### src/hdl/sse_pkg.sv
// ----------------------------------------------------------------------------
// sse_pkg
// Shared types and constants of the search stack engine.
// ----------------------------------------------------------------------------
package sse_pkg;

	localparam int DEF_CAPACITY = 64;

	localparam logic [2:0] KIND_PUSH = 3'd0;
	localparam logic [2:0] KIND_POP = 3'd1;
	localparam logic [2:0] KIND_DELETE = 3'd2;
	localparam logic [2:0] KIND_COUNT = 3'd3;
	localparam logic [2:0] KIND_INDEX = 3'd4;

	localparam logic [1:0] ST_OK = 2'd0;
	localparam logic [1:0] ST_EMPTY = 2'd1;
	localparam logic [1:0] ST_FULL = 2'd2;
	localparam logic [1:0] ST_ABSENT = 2'd3;

	typedef enum logic [2:0] {
		S_IDLE,
		S_DECODE,
		S_SCAN,
		S_SHIFT,
		S_DONE
	} state_t;

	typedef struct packed {
		logic latch;
		logic decode;
		logic scan_start;
		logic shift_start;
		logic rd_en;
		logic shift_mode;
		logic dec;
		logic load_out;
	} cmd_t;

	typedef struct packed {
		logic needs_scan;
		logic is_delete;
		logic found;
		logic rd_done;
		logic inflight;
	} stat_t;

endpackage

### src/hdl/sse_ctrl.sv
// ----------------------------------------------------------------------------
// sse_ctrl
// Sequencer of the search stack engine: steps each item through decode,
// scan, shift and result hand-off.
// ----------------------------------------------------------------------------
module sse_ctrl (
	input  logic           clk,
	input  logic           arst_n,
	input  logic           in_valid,
	output logic           in_ready,
	output logic           out_valid,
	input  logic           out_ready,
	input  sse_pkg::stat_t stat,
	output sse_pkg::cmd_t  cmd
);

	sse_pkg::state_t state_q, state_n;
	logic out_valid_q;

	always_ff @(posedge clk or negedge arst_n) begin
		if (!arst_n) begin
			state_q <= sse_pkg::S_IDLE;
			out_valid_q <= 1'b0;
		end else begin
			state_q <= state_n;
			if (cmd.load_out) begin
				out_valid_q <= 1'b1;
			end else if (out_ready) begin
				out_valid_q <= 1'b0;
			end
		end
	end

	always_comb begin
		state_n = state_q;
		unique case (state_q)
			sse_pkg::S_IDLE: begin
				if (in_valid) state_n = sse_pkg::S_DECODE;
			end
			sse_pkg::S_DECODE: begin
				state_n = stat.needs_scan ? sse_pkg::S_SCAN : sse_pkg::S_DONE;
			end
			sse_pkg::S_SCAN: begin
				if (stat.rd_done && !stat.inflight) begin
					state_n = (stat.is_delete && stat.found) ? sse_pkg::S_SHIFT
						: sse_pkg::S_DONE;
				end
			end
			sse_pkg::S_SHIFT: begin
				if (stat.rd_done && !stat.inflight) state_n = sse_pkg::S_DONE;
			end
			sse_pkg::S_DONE: begin
				if (!out_valid_q || out_ready) state_n = sse_pkg::S_IDLE;
			end
			default: state_n = sse_pkg::S_IDLE;
		endcase
	end

	always_comb begin
		cmd = '0;
		unique case (state_q)
			sse_pkg::S_IDLE: begin
				cmd.latch = in_valid;
			end
			sse_pkg::S_DECODE: begin
				cmd.decode = 1'b1;
				cmd.scan_start = stat.needs_scan;
			end
			sse_pkg::S_SCAN: begin
				cmd.rd_en = 1'b1;
				cmd.shift_start = stat.rd_done && !stat.inflight && stat.is_delete
					&& stat.found;
			end
			sse_pkg::S_SHIFT: begin
				cmd.rd_en = 1'b1;
				cmd.shift_mode = 1'b1;
				cmd.dec = stat.rd_done && !stat.inflight;
			end
			sse_pkg::S_DONE: begin
				cmd.load_out = !out_valid_q || out_ready;
			end
			default: cmd = '0;
		endcase
	end

	assign in_ready = (state_q == sse_pkg::S_IDLE);
	assign out_valid = out_valid_q;

	a_load_slot_free: assert property (@(posedge clk) disable iff (!arst_n)
		cmd.load_out |-> (!out_valid_q || out_ready))
		else $error("result loaded over a result not yet taken");

	a_shift_needs_match: assert property (@(posedge clk) disable iff (!arst_n)
		(state_q == sse_pkg::S_SHIFT) |-> stat.found)
		else $error("shift phase entered without a match");

	a_accept_decodes: assert property (@(posedge clk) disable iff (!arst_n)
		(in_valid && in_ready) |=> (state_q == sse_pkg::S_DECODE))
		else $error("accepted item not decoded next cycle");

endmodule

### src/hdl/sse_datapath.sv
// ----------------------------------------------------------------------------
// sse_datapath
// Entry memory kept as a ring around a head pointer, scan pipeline with
// compare and match counter, gap-closing shift and the result register.
// ----------------------------------------------------------------------------
module sse_datapath #(
	parameter int CAPACITY = sse_pkg::DEF_CAPACITY
) (
	input  logic               clk,
	input  logic               arst_n,
	input  sse_pkg::cmd_t      cmd,
	output sse_pkg::stat_t     stat,
	input  logic [2:0]         kind,
	input  logic [31:0]        value,
	output logic [1:0]         status,
	output logic [6:0]         match_count,
	output logic [6:0]         first_index,
	output logic [6:0]         length
);

	localparam int AW = (CAPACITY > 1) ? $clog2(CAPACITY) : 1;
	localparam int CW = $clog2(CAPACITY + 1);

	logic [31:0] mem [CAPACITY];

	logic [2:0]    kind_q;
	logic [31:0]   key_q;
	logic [AW-1:0] head_q;
	logic [CW-1:0] count_q;
	logic [CW-1:0] rd_pos_q;
	logic [CW-1:0] pos_s1;
	logic          rdv_s1;
	logic [31:0]   rdata_s1;
	logic [CW-1:0] mcnt_q;
	logic          found_q;
	logic [CW-1:0] first_q;
	logic [1:0]    st_q;

	logic [1:0] status_q;
	logic [6:0] match_count_q;
	logic [6:0] first_index_q;
	logic [6:0] length_q;

	logic          full, empty, rd_done, push_ok, pop_ok, we, hit;
	logic [AW-1:0] head_dec, head_inc, raddr, waddr;
	logic [31:0]   wdata;
	logic [CW-1:0] wpos;
	logic [31:0]   mcnt_ext, first_ext, count_ext;
	logic [1:0]    status_n;

	function automatic logic [AW-1:0] phys(input logic [AW-1:0] head,
		input logic [AW-1:0] pos);
		logic [AW:0] sum;
		sum = {1'b0, head} + {1'b0, pos};
		if (sum >= (AW+1)'(CAPACITY)) sum = sum - (AW+1)'(CAPACITY);
		return sum[AW-1:0];
	endfunction

	assign full = (count_q == CW'(CAPACITY));
	assign empty = (count_q == '0);
	assign rd_done = (rd_pos_q >= count_q);
	assign push_ok = cmd.decode && (kind_q == sse_pkg::KIND_PUSH) && !full;
	assign pop_ok = cmd.decode && (kind_q == sse_pkg::KIND_POP) && !empty;
	assign head_dec = (head_q == '0) ? AW'(CAPACITY - 1) : head_q - AW'(1);
	assign head_inc = (head_q == AW'(CAPACITY - 1)) ? '0 : head_q + AW'(1);
	assign raddr = phys(head_q, rd_pos_q[AW-1:0]);
	assign wpos = pos_s1 - CW'(1);
	assign waddr = push_ok ? head_dec : phys(head_q, wpos[AW-1:0]);
	assign wdata = push_ok ? key_q : rdata_s1;
	assign we = push_ok || (rdv_s1 && cmd.shift_mode);
	assign hit = rdv_s1 && !cmd.shift_mode && (rdata_s1 == key_q);

	always_ff @(posedge clk) begin
		if (we) mem[waddr] <= wdata;
		rdata_s1 <= mem[raddr];
	end

	always_ff @(posedge clk or negedge arst_n) begin
		if (!arst_n) begin
			head_q <= '0;
			count_q <= '0;
			rdv_s1 <= 1'b0;
		end else begin
			rdv_s1 <= cmd.rd_en && !rd_done;
			if (push_ok) begin
				head_q <= head_dec;
				count_q <= count_q + CW'(1);
			end else if (pop_ok) begin
				head_q <= head_inc;
				count_q <= count_q - CW'(1);
			end else if (cmd.dec) begin
				count_q <= count_q - CW'(1);
			end
		end
	end

	always_ff @(posedge clk) begin
		if (cmd.latch) begin
			kind_q <= kind;
			key_q <= value;
		end
		pos_s1 <= rd_pos_q;
		if (cmd.scan_start) begin
			rd_pos_q <= '0;
		end else if (cmd.shift_start) begin
			rd_pos_q <= first_q + CW'(1);
		end else if (cmd.rd_en && !rd_done) begin
			rd_pos_q <= rd_pos_q + CW'(1);
		end
		if (cmd.scan_start) begin
			mcnt_q <= '0;
			found_q <= 1'b0;
			first_q <= '0;
		end else if (hit) begin
			mcnt_q <= mcnt_q + CW'(1);
			if (!found_q) begin
				found_q <= 1'b1;
				first_q <= pos_s1;
			end
		end
		if (cmd.decode) begin
			if (kind_q == sse_pkg::KIND_PUSH && full) begin
				st_q <= sse_pkg::ST_FULL;
			end else if (kind_q == sse_pkg::KIND_POP && empty) begin
				st_q <= sse_pkg::ST_EMPTY;
			end else begin
				st_q <= sse_pkg::ST_OK;
			end
		end
		if (cmd.load_out) begin
			status_q <= status_n;
			match_count_q <= (kind_q == sse_pkg::KIND_COUNT) ? mcnt_ext[6:0] : 7'd0;
			if (kind_q == sse_pkg::KIND_INDEX) begin
				first_index_q <= found_q ? first_ext[6:0] : 7'h7F;
			end else begin
				first_index_q <= 7'd0;
			end
			length_q <= count_ext[6:0];
		end
	end

	assign mcnt_ext = 32'(mcnt_q);
	assign first_ext = 32'(first_q);
	assign count_ext = 32'(count_q);

	always_comb begin
		case (kind_q) inside
			sse_pkg::KIND_PUSH, sse_pkg::KIND_POP: status_n = st_q;
			sse_pkg::KIND_DELETE, sse_pkg::KIND_INDEX:
				status_n = found_q ? sse_pkg::ST_OK : sse_pkg::ST_ABSENT;
			default: status_n = sse_pkg::ST_OK;
		endcase
	end

	assign stat.needs_scan = (kind_q == sse_pkg::KIND_DELETE)
		|| (kind_q == sse_pkg::KIND_COUNT) || (kind_q == sse_pkg::KIND_INDEX);
	assign stat.is_delete = (kind_q == sse_pkg::KIND_DELETE);
	assign stat.found = found_q;
	assign stat.rd_done = rd_done;
	assign stat.inflight = rdv_s1;

	assign status = status_q;
	assign match_count = match_count_q;
	assign first_index = first_index_q;
	assign length = length_q;

	a_count_bound: assert property (@(posedge clk) disable iff (!arst_n)
		count_q <= CW'(CAPACITY))
		else $error("entry count above capacity");

	a_shift_pos: assert property (@(posedge clk) disable iff (!arst_n)
		(rdv_s1 && cmd.shift_mode) |-> (pos_s1 != '0 && found_q))
		else $error("shift write below the front");

	a_push_grows: assert property (@(posedge clk) disable iff (!arst_n)
		push_ok |=> (count_q == $past(count_q) + CW'(1)))
		else $error("push did not grow the list");

endmodule

### src/hdl/search_stack_engine.sv
// ----------------------------------------------------------------------------
// search_stack_engine
// Bounded ordered list of signed 32-bit values with push, pop, delete, count
// and index requests.
// ----------------------------------------------------------------------------
// One item is taken at a time and gives one result. Push, pop and unused
// kinds pass from decode straight to the result hand-off. Delete, count and
// index scan every held entry through the single read port of the entry
// memory, one entry per cycle; a delete that finds its value then closes
// the gap by copying each later entry forward, one per cycle. A new item is
// taken while the last result still waits at the output register.
module search_stack_engine #(
	parameter int CAPACITY = sse_pkg::DEF_CAPACITY
) (
	input  logic               clk,
	input  logic               arst_n,
	input  logic               in_valid,
	output logic               in_ready,
	input  logic [2:0]         kind,
	input  logic signed [31:0] value,
	output logic               out_valid,
	input  logic               out_ready,
	output logic [1:0]         status,
	output logic [6:0]         match_count,
	output logic signed [6:0]  first_index,
	output logic [6:0]         length
);

	sse_pkg::cmd_t  cmd;
	sse_pkg::stat_t stat;
	logic [6:0]     first_index_u;

	sse_ctrl u_ctrl (
		.clk       (clk),
		.arst_n    (arst_n),
		.in_valid  (in_valid),
		.in_ready  (in_ready),
		.out_valid (out_valid),
		.out_ready (out_ready),
		.stat      (stat),
		.cmd       (cmd)
	);

	sse_datapath #(
		.CAPACITY (CAPACITY)
	) u_datapath (
		.clk         (clk),
		.arst_n      (arst_n),
		.cmd         (cmd),
		.stat        (stat),
		.kind        (kind),
		.value       (value),
		.status      (status),
		.match_count (match_count),
		.first_index (first_index_u),
		.length      (length)
	);

	assign first_index = first_index_u;

endmodule

### config.mk
export PLATFORM = sky130hd
export DESIGN_NAME = search_stack_engine
export DESIGN_NICKNAME = d
export VERILOG_FILES = /design/src/hdl/sse_pkg.sv /design/src/hdl/sse_ctrl.sv /design/src/hdl/sse_datapath.sv /design/src/hdl/search_stack_engine.sv
export SDC_FILE = /design/constraint.sdc
export NUM_CORES = 2
export LEC_CHECK = 0
export BUFFER_PORTS_ARGS = -buffer_cell sky130_fd_sc_hd__buf_4
export CAP_MARGIN = 10
export CORE_ASPECT_RATIO = 0.9
export CORE_MARGIN = 2
export CORE_UTILIZATION = 30
export CTS_CLUSTER_SIZE = 14
export DETAILED_ROUTE_END_ITERATION = 7
export GPL_TIMING_DRIVEN = 0
export PLACE_DENSITY = 0.45
export SETUP_SLACK_MARGIN = 0.15
export SYNTH_ARGS = -nofsm -noshare
export SYNTH_HDL_FRONTEND = slang
export SYNTH_SLANG_ARGS = --single-unit
### constraint.sdc
create_clock -name clk -period 9.4 [get_ports clk]
set_input_delay 0.94 -clock clk [delete_from_list [all_inputs] [get_ports clk]]
set_output_delay 0.94 -clock clk [all_outputs]
set_load 0.02 [all_outputs]
**Word level (Yosys, flattened, before mapping)**

Memories as Yosys holds them, arrays and structs flattened. A register that Yosys moved wholly into a read port is not among the register bits.
Cells that the tools add are included.

- Eq/ne operators: 15
- Shifts and indexed selects: 0
- Multiply operators: 0
- $add $sub $neg: 12
- Divide/modulo/power cells: 0
- Order comparisons: 3
- Reductions and logical operators: 37
- Multiplexer cells: 35
- Bitwise operators: 1

Operator list:

| operator | number |
|---|---|
| $mux 6 | 7 |
| $mux 7 | 6 |
| $eq 32x32->1 | 1 |
| $mux 32 | 1 |
| $add 7x1->7 const B | 4 |
| $sub 6x1->6 const B | 4 |
| $mux 3 | 6 |
| $pmux 3 s5 | 1 |
| $add 6x6->7 | 2 |
| $ge 7x7->1 const B | 2 |
| $logic_and 1x1->1 | 14 |
| $eq 3x2->1 const B | 4 |
| $mux 2 | 5 |
| $mux 1 | 9 |
| $eq 7x7->1 const B | 1 |
| $ge 7x7->1 | 1 |
| $logic_not 7->1 | 1 |
| $sub 7x1->7 const B | 1 |
| $add 6x1->6 const B | 1 |
| $eq 3x1->1 const B | 2 |
| $eq 3x3->1 const B | 2 |
| $eq 6x6->1 const B | 1 |
| $logic_not 1->1 | 6 |
| $logic_not 3->1 | 2 |
| 10 further kinds | 19 |

- Bits in writable memories: 2048
- Register bits: 107
- Latch bits: 0
- Memories: 1
- Memory bits (read-only): 0

Memories:

| memory | depth | bits a word | read ports | clocked after memory_dff | wr ports | RTL line | source |
|---|---|---|---|---|---|---|---|
| u_datapath.mem | 64 | 32 | 1 | 1 | 1 | sse_datapath.sv:24 | `logic [31:0] mem [CAPACITY];` |

**Longest topological paths before layout**

- Word-level depth: 9
- Gate-level depth with buffers: 16
- Depth with buffers taken out: 15

**Hierarchy**

From an unflattened synthesis, not the netlist that was laid out.

- Cell total of the unflattened synthesis: 3703
- Area total of the unflattened synthesis: 84355.9 um^2

Modules (own cells, without submodules):

| module | sequential area each (um^2) | area each (um^2) | cells an instance | instances |
|---|---|---|---|---|
| sse_datapath | 64872.2 | 84061.9 | 3669 | 1 |
| sse_ctrl | 100.1 | 294.0 | 34 | 1 |

**Worst setup path before layout**

No wires, ideal clock.

- Path type: flip-flop to flip-flop
- Start: register u_datapath.head_q[0]
- End: memory u_datapath.mem[16][0], enable pin
- Path buffers: 2
- Slack: 4.585 ns
- Period minus slack after synthesis: 4.815 ns
- Cell stages (with the launch flop): 11
- Data arrival time: 4.354 ns
- Path through: dfrtp_1 clkbuf_1 inv_1 ha_1 and2b_2 a211oi_1 a211oi_2 a21o_2 or3_1 buf_2 nor3_1

- Word-level cells in the longest chain between the ends: 4
- Elaborated cells on any way between the ends: 8
- Classes of those cells: 3 x add/sub; 1 x order compare; 3 x mux; 1 x reduce/logical

RTL lines:

| item | RTL line | source |
|---|---|---|
| start, declared | sse_datapath.sv:28 | `logic [AW-1:0] head_q;` |
| start signal, assigned | sse_datapath.sv:89 | `head_q <= head_inc;` |
| $add 6x6->7 | sse_datapath.sv:54 | `sum = {1'b0, head} + {1'b0, pos};` |
| $sub 6x1->6 / $ge 7x7->1 (equally long branches) | sse_datapath.sv:55 | `if (sum >= (AW+1)'(CAPACITY)) sum = sum - (AW+1)'(CAPACITY);` |
| $mux 6 | sse_datapath.sv:55 |  |
| $mux 6 (*) | sse_datapath.sv:68 | `assign waddr = push_ok ? head_dec : phys(head_q, wpos[AW-1:0]);` |
| end, declared | sse_datapath.sv:24 |  |

Every way passes the cells marked *; elsewhere a longest branch is shown, timed or not.

**Final worst setup path**

- Start: register u_datapath.head_q[0]
- End: register u_datapath.rdata_s1[13], read port of u_datapath.mem

- Word-level cells in the longest chain between the ends: 3
- Elaborated cells on any way between the ends: 4
- Classes of those cells: 2 x add/sub; 1 x order compare; 1 x mux

RTL lines:

| item | RTL line | source |
|---|---|---|
| $add 6x6->7 (*) | sse_datapath.sv:54 |  |
| $sub 6x1->6 / $ge 7x7->1 (equally long branches) | sse_datapath.sv:55 |  |
| $mux 6 (*) | sse_datapath.sv:55 |  |
| end, declared | sse_datapath.sv:33 | `logic [31:0] rdata_s1;` |

Marks and branches as above.
A chain may end at the register's enable or synchronous reset.

==> results.tsv <==
stage	metric	value	unit
placement	GPL Wtd Cong	0.858	
synth	Syn Std Cell Area	84300	um^2
synth	Cells after Synth	3618	
setup_path	Crit-path slowest cell	clkbuf_1	
timing	actual slew at the worst max-slew pin	1.29	ns
timing	Worst slew margin	14.1	%
setup_path	worst-path maximum fanout	10	
placement	port bufs	63	
synth	Post-synth EDFFs	2108	
timing	fin crit share	62.0	%
timing	Clock Skew	0.0566	ns
hold_path	Worst Hold Class	in2reg	
timing	Max Clock Freq	171	MHz
synth	sequential share of the synthesized area	77.0	%
layout	commonest non-fill, non-tap cell in the layout	edfxtp_1	
detailed_routing	drt via density	5.01	
setup_path	startpoint types	flip-flop	
synth	syn_area_per_cell	23.3	um^2
clock_network	clock sink count	2187	
synth	largest family of logic cells by synthesized area	multiplexers	
grt	Global Route Usage Sum	16.9	%
setup_path	Most Frequent Cell on Critical Path	clkbuf_1	
grt	initial antenna violation count	13	
timing	Slew Viols, Final	0	
run_status	outcome	complete, no violations	
synth	Yosys top cell area share	75.0	%
timing	fin worst setup slack	3.57	ns
timing	RSZ-0062 raised after global routing	false	
timing	Hold WS	0.232	ns
placement	dpl ws	3.57	ns
setup_path	Arr. time, crit path	6.55	ns
layout	multi-input logic area	18800	um^2
synth	Yosys top cell by area	edfxtp_1	
clock_network	CTS tree	yes	
synth	mux contribution to synthesized area	17.6	%
placement	Final HPWL DP	169000	um
setup_path	reg-to-reg endpoint	u_datapath.rdata_s1[13]	
timing	TNS Setup	0	ns
synth	compound-cell area share of the yosys netlist	1.40	%
die	Site Rows	184	
synth	Async S/R FF share, synth	0.823	%
setup_path	crit-path max cell delay	1.01	ns
die	Starting Density	30.2	%
setup_path	Critical R2R Launch	u_datapath.head_q[0]	
setup_path	CP Buf/Inv Count	3	
clock_network	Skew-Pair Late Insertion Delay	0.87	ns
synth	post-synthesis adder-cell area fraction	0.487	%
hold_path	hold path depth	1	
synth	synth warn	0	
setup_path	crit path kind	reg2reg	
detailed_routing	DRT Pass-1 Iters	5	
clock_network	post-CTS setup buffer count	0	
placement	post-place instance area	93300	um^2
setup_path	worst path cell trace	ha_1, fa_1, clkbuf_1, clkbuf_1, clkbuf_1, mux4_2, mux4_2, a22oi_1, nand2_1	
hold_path	Hold Crit Start	value[26]	
die	chip height	507	um
layout	Reg area	65000	um^2
layout	nets	4219	
detailed_routing	final wirelength	243000	um
synth	post-synthesis xor/xnor area fraction	0.737	%
synth	top area cells in the synthesized netlist	edfxtp_1 75%, mux4_2 17%, dfxtp_1 1.4%	
synth	count of cell types in the netlist	62	
die	die area	285000	um^2
clock_network	Reg clk slew, reported paths	0.06	ns
synth	Synth Area in Simple Gates	1.61	%
clock_network	Num CTS Buffers	221	
timing	Setup Viol. Count Final	0	
detailed_routing	# DRC	0	
clock_network	Clock Root Buffer	clkbuf_16	
run	max cap viols	0	
detailed_routing	WL/cell	30.1	um
clock_network	htree depth	4	
detailed_routing	remaining antenna violation count	0	
grt	pin count of the biggest net entering global routing	65	
timing	Fin. Hold Viols	0	
synth	Synth Register Bits	2187	
setup_path	CP Capture Type	flip-flop	
setup_path	worst reg2reg path depth	9	
hold_path	destination of the worst hold path	u_datapath.key_q[26]	
synth	Top FF cell, synth	edfxtp_1	
die	num ports	64	
layout	share of cells above drive strength 1	33.1	%
detailed_routing	Vias	40400	
detailed_routing	DR iter-0 viols	4744	
layout	Filler cells	25700	
setup_path	WP data required	10.12	ns
die	Core ar.	279000	um^2
grt	vias in the first global route	41000	
layout	Area Growth Syn to Fin	19.1	%
synth	Net Count, Synth	3688	
layout	most frequent cells in the layout	2108 x edfxtp_1, 640 x mux4_2, 222 x clkbuf_16, 157 x clkbuf_1, 139 x buf_6	
grt	remaining global-route overflow	0	
grt	global-route wire length before repair	336000	um
setup_path	Top delay family on crit path	buffers and inverters	
die	Die W	563	um
setup_path	Reg2Reg Setup Slack	3.57	ns
timing	Tmin final	5.83	ns
layout	Design Area, Final	100000	um^2
clock_network	clk buf depth	3	
-- timing repair --
| item | in CTS | in global routing |
|---|---|---|
| hold buffers | 1 | 0 |
| resized for setup | 0 | 0 |
| endpoints found under the hold margin | 18 | 0 |
-- area by class of cell --
type	count	share of cell area, %
Sequential cell	2187	64.7
Timing Repair Buffer	308	4.05
Buffer	192	0.845
Inverter	33	0.128
Antenna cell	5	0.0125
Multi-Input combinational cell	1206	18.7
Clock inverter	132	1.21
Tap cell	3720	4.63
Clock buffer	285	5.76
-- Yosys cell counts (all sizes together) (4+ instances only) --
library cell / number
nand2b: 4
nor2b: 7
nand3: 22
dfxtp: 61
a21o: 11
o21ai: 17
mux2: 35
nand2: 64
mux4: 640
xnor2: 30
inv: 32
ha: 28
a21oi: 43
and3: 9
dfrtp: 18
nor2: 39
clkbuf: 100
or3: 8
a22oi: 65
buf: 92
nand4: 4
nor4: 14
edfxtp: 2108
nor3: 77
a211oi: 8
xor2: 41
-- routing by layer --
metal	part of all wire, %	GRT usage (%)	vias to the layer above
met2	46	25.8	1202
met3	5.7	2.90	265
li1	-	-	16600
met5	0	0	-
met1	46	24.9	22400
met4	2.4	4.40	0
-- metrics by stage --
| stage | instances | utilization, % |
|---|---|---|
| 3_5_place_dp | 7637 | 33.4 |
| 5_1_grt | 8065 | 36.0 |
| 4_1_cts | 8055 | 35.9 |
| 2_1_floorplan | 3618 | - |
| 6_report | 8068 | 36.0 |
| 3_3_place_gp | 7401 | 32.0 |
-- kinds of logic (layout without fill, tap and decap cells) --
| logic type | count (synthesis) | after routing |
|---|---|---|
| mux | 678 | 678 |
| buf+inv | 225 | 950 |
| simple gates | 256 | 256 |
| xor+xnor | 71 | 71 |
| fa+ha+maj | 31 | 31 |
| flops | 2187 | 2187 |
| compound gates | 170 | 170 |
| other cells | 0 | 5 |
-- worst max-delay path by stage --
stage,startpoint,endpoint,slack [ns],cells past startpoint
2_1_floorplan,u_datapath.head_q[0],u_datapath.mem[16][0],4.59,10
3_3_place_gp,u_datapath.count_q[1],u_datapath.mem[47][1],0.1,6
3_5_place_dp,u_datapath.head_q[0],u_datapath.rdata_s1[13],3.57,9
4_1_cts,u_datapath.head_q[0],u_datapath.rdata_s1[13],3.54,9
5_1_grt,u_datapath.head_q[0],u_datapath.rdata_s1[13],3.56,9
6_report,u_datapath.head_q[0],u_datapath.rdata_s1[13],3.57,9
-- registers in the layout, indices dropped and copies added, names as in the netlist, 2 cells and up --
| register | cells |
|---|---|
| u_datapath.mem | 2048 |
| u_datapath.key_q | 32 |
| u_datapath.rdata_s1 | 32 |
| u_datapath.count_q | 7 |
| u_datapath.first_index | 7 |
| u_datapath.first_q | 7 |
| u_datapath.length | 7 |
| u_datapath.match_count | 7 |
| u_datapath.mcnt_q | 7 |
| u_datapath.pos_s1 | 7 |
| u_datapath.rd_pos_q | 7 |
| u_datapath.head_q | 6 |
| u_ctrl.state_q | 3 |
| u_datapath.kind_q | 3 |
| u_datapath.st_q | 2 |
| u_datapath.status | 2 |
Power is not shown: default switching activity piles up to over one toggle a cycle in this logic, so the estimate is an artifact.
